**src/hdl/pfa_pkg.sv**
```systemverilog
`timescale 1ns / 1ps
package pfa_pkg;
    localparam int MAX_PAGES = 65536;
    localparam int WORD_BITS = 32;
    localparam int NWORDS    = MAX_PAGES / WORD_BITS;
    localparam int WADDR_W   = $clog2(NWORDS);
    localparam int BIDX_W    = $clog2(WORD_BITS);
    localparam int PAGE_W    = WADDR_W + BIDX_W;
    localparam int CNT_W     = PAGE_W + 1;
    localparam logic [WADDR_W-1:0] HINT_RESET = WADDR_W'(8);
    localparam logic [31:0] LOW_LIMIT = 32'h0010_0000;

    typedef enum logic [1:0] {
        CMD_ALLOC   = 2'd0,
        CMD_FREE    = 2'd1,
        CMD_RESERVE = 2'd2,
        CMD_RELEASE = 2'd3
    } cmd_t;

    typedef enum logic [1:0] {
        ST_DONE      = 2'd0,
        ST_NO_FREE   = 2'd1,
        ST_PROTECTED = 2'd2,
        ST_RANGE_IGN = 2'd3
    } status_t;

    typedef enum logic [2:0] {
        REG_TOTAL   = 3'd0,
        REG_KSTART  = 3'd1,
        REG_KEND    = 3'd2,
        REG_BBASE   = 3'd3,
        REG_BBYTES  = 3'd4
    } reg_idx_t;

    typedef enum logic [3:0] {
        S_CLEAR, S_IDLE, S_DECODE, S_A_RD, S_A_WAIT, S_A_CHK,
        S_R_RD, S_R_WAIT, S_R_WR, S_OUT
    } fsm_t;

    // controller -> datapath
    typedef struct packed {
        logic clr_step;
        logic load;
        logic a_issue;
        logic a_check;
        logic r_issue;
        logic r_write;
        logic decode;
    } dp_cmd_t;

    // datapath -> controller
    typedef struct packed {
        logic clr_last;
        cmd_t cmd;
        logic early_done;   // free or ignored range already resolved
        logic a_last;       // alloc finishes this check
        logic r_last;       // this write ends the range
    } dp_stat_t;
endpackage

```
**src/hdl/pfa_ctrl.sv**
```systemverilog
`timescale 1ns / 1ps
module pfa_ctrl
    import pfa_pkg::*;
(
    input  logic     clk,
    input  logic     rst_n,
    input  logic     in_valid,
    output logic     in_ready,
    output logic     out_valid,
    input  logic     out_ready,
    input  dp_stat_t stat,
    output dp_cmd_t  cmd
);
    fsm_t state_reg, state_next;

    always_ff @(posedge clk or negedge rst_n)
    begin
        if (!rst_n)
        begin
            state_reg <= S_CLEAR;
        end
        else
        begin
            state_reg <= state_next;
        end
    end

    always_comb
    begin
        state_next = state_reg;
        case (state_reg)
            S_CLEAR:  if (stat.clr_last) state_next = S_IDLE;
            S_IDLE:   if (in_valid) state_next = S_DECODE;
            S_DECODE:
            begin
                if (stat.early_done)            state_next = S_OUT;
                else if (stat.cmd == CMD_ALLOC) state_next = S_A_RD;
                else                            state_next = S_R_RD;
            end
            S_A_RD:   state_next = S_A_WAIT;
            S_A_WAIT: state_next = S_A_CHK;
            S_A_CHK:  state_next = stat.a_last ? S_OUT : S_A_RD;
            S_R_RD:   state_next = S_R_WAIT;
            S_R_WAIT: state_next = S_R_WR;
            S_R_WR:   state_next = stat.r_last ? S_OUT : S_R_RD;
            S_OUT:    if (out_ready) state_next = S_IDLE;
            default:  state_next = S_IDLE;
        endcase
    end

    always_comb
    begin
        cmd       = '0;
        in_ready  = 1'b0;
        out_valid = 1'b0;
        case (state_reg)
            S_CLEAR:  cmd.clr_step = 1'b1;
            S_IDLE:
            begin
                in_ready = 1'b1;
                cmd.load = in_valid;
            end
            S_DECODE: cmd.decode  = 1'b1;
            S_A_RD:   cmd.a_issue = 1'b1;
            S_A_CHK:  cmd.a_check = 1'b1;
            S_R_RD:   cmd.r_issue = 1'b1;
            S_R_WR:   cmd.r_write = 1'b1;
            S_OUT:    out_valid   = 1'b1;
            default:  cmd = '0;
        endcase
    end
endmodule

```
**config.mk**
```make
export PLATFORM = sky130hd
export DESIGN_NAME = pfa_ctrl
export DESIGN_NICKNAME = d
export VERILOG_FILES = /design/src/hdl/pfa_pkg.sv /design/src/hdl/pfa_ctrl.sv
export SDC_FILE = /design/constraint.sdc
export NUM_CORES = 1
export LEC_CHECK = 0
export BUFFER_PORTS_ARGS = -buffer_cell sky130_fd_sc_hd__buf_2
export CAP_MARGIN = 20
export CORE_AREA = 2 2 39 41
export DETAILED_ROUTE_END_ITERATION = 10
export DIE_AREA = 0 0 41 43
export GPL_ROUTABILITY_DRIVEN = 1
export HOLD_SLACK_MARGIN = 0.1
export SETUP_SLACK_MARGIN = 0.05
export SYNTH_ARGS = -nofsm -noshare
export SYNTH_HDL_FRONTEND = slang
export SYNTH_SLANG_ARGS = --single-unit
```
**constraint.sdc**
```tcl
create_clock -name clk -period 2.6 [get_ports clk]
set_clock_uncertainty 0.05 [all_clocks]
set_input_delay 0.13 -clock clk [delete_from_list [all_inputs] [get_ports clk]]
set_output_delay 0.13 -clock clk [all_outputs]
set_load 0.01 [all_outputs]
```
==> metrics.cfg <==
[sta]
fin_crit_ps=1720
fmax_mhz=581
finalHoldViolCount=0
fin_crit_sh_pct=66.2
maxSlewViolCount=0
setup_tns_ps=0
rsz0062_at_grt=no
setup_viol=0
relSlewSlack_pct=74.6
tightest_slew_ps=382
setup_slack_ps=878

[logic_synthesis]
ys.flop_type=dfrtp_1
syn_nets=57
ys_types=28
avgSynthCellArea_sq_um=8.36
netlist_instances=47
ys_seq_area_share_pct=25.5
async_flop_share_pct=100
ys_ff_latch=4
synth_warnings=0
netlist_area_sq_um=393
synth_edf_count=0

[clocking]
cts_buffers=3
cts-htree-levels=1
path_clk_slew_ps=40
postCtsSetupBuffers=0
cts_root_buf=clkbuf_4
cts_resized=0
clock_path_buffers=2
clk_latency_ps=230
cts_tree=yes
hold_buffers=2
cts.sinks=4

[floorplanning]
core_sq_mm=0.00138
start_util_pct=28.4
die_height_um=43
fp.dieW_um=41
rows=14
io_pins=19
die-area_sq_mm=0.00176

[worst_hold_path]
hold_class=in -> reg
worst_hold_path.num_cells=3

[grt]
grt_pass1_wl_mm=1.64
grt_usage_pct=13.8
grt_max_degree=15
grt_pass1_vias=374
grt_overflow=0
antenna_found_initial=0

[detailed_routing]
avgRoutedWirePerCell_um=11.4
ant_nets=0
drtIter0Drc=9
drc=0
viasPerCell=5.13
vias=421
drt_pre_antenna_iters=6
routed_wl_um=938

[cells_and_area]
layout.nets=78
n_antenna_cell=0
area_growth_syn_to_layout_pct=29.9
mostFrequentLayoutCell=buf_2
fin_util_pct=36.9
mostFrequentLayoutCells=18 x buf_2, 6 x nor2_1, 4 x dfrtp_1
drive_above_1_share_pct=40.9
largest_reg_flops=4
fin_cells=82

[job]
timing.max_cap.violations=0

[setup_path]
cp_data_arrival_time_ps=1540
path_class=reg -> out
worst_r2r_path_depth=5
worstSetupEndpointType=primary output
start_kind=flip-flop
reg2reg_slack_ps=1110
path_max_fanout=14
crit_required_ps=2420

[power_and_ir_drop]
finalPower_uw=504
max-vdd-ir-drop_mv=0.397
leakagePower_nw=0.251
power_density_mw_per_mm2=987

[placement]
dp_cells=77
numPortBuffers=18
dp_slack_ps=1110
dp_hpwl_um=711
place_congestion=0.783

[status]
status=complete, no violations

cell type report:
cell class	count	area, sq um
repair buffers	20	110
fillers	148	873
well taps	16	20.0
clock buffers	3	22.5
flip-flops and latches	4	100
inverters	3	11.3
multi-input cells	36	246
cells by family after synthesis:
group / after synthesis / synth area share, %
AND/OR/NAND/NOR: 22 / 34.4
buffers and inverters: 7 / 11.8
flip-flops: 4 / 25.5
AO/OA/AOI/OAI: 14 / 28.3
path summary, 6_finish.rpt:
path / from / endpoint
setup / recovery: state_reg[2] / cmd[1]
hold / removal: stat[5] / state_reg[0]
setup reg to reg: state_reg[2] / state_reg[3]
hold reg to reg: state_reg[0] / state_reg[3]
max in group asynchronous: rst_n / state_reg[0]
min in group asynchronous: rst_n / state_reg[3]
synth_stat cells (2+ instances only):
cell type,instances,area [sq um]
nand2_1,2,7.51
buf_6,2,22.5
nand2b_1,3,18.8
a211oi_1,3,22.5
nor3_1,2,10.0
and2_1,3,18.8
o21bai_1,2,15.0
nor2_1,6,22.5
dfrtp_1,4,100
inv_1,2,7.51
per-stage QoR:
step / area, sq um / hold WS (ps)
2_1_floorplan: 393 / -216
3_3_place_gp: 468 / -110
3_5_place_dp: 468 / -109
4_1_cts: 510 / 101
5_1_grt: 510 / 117
6_report: 510 / 102
metal layers:
metal / track usage [%] / routed length (um) / share of wire (%) / vias up
met1: 20.3 / 428 / 46 / 192
met2: 17.8 / 424 / 45 / 20
met4: 6.00 / 0 / 0 / 0
met3: 4.71 / 85 / 9.1 / 0
li1: - / - / - / 209
met5: 0 / 0 / 0 / -
power breakdown:
group / total (mW) / switching, mW / internal (mW)
clock network: 0.0764 / 0.0248 / 0.0516
logic: 0.269 / 0.129 / 0.140
registers: 0.158 / 0.0720 / 0.0864
critical path: stages, from the launching register on:
cell and delay, ps:
dfrtp_1 500, nand2b_1 260, or3_4 370, inv_2 60
buf_2 120
(Power assumes the default switching activity.)
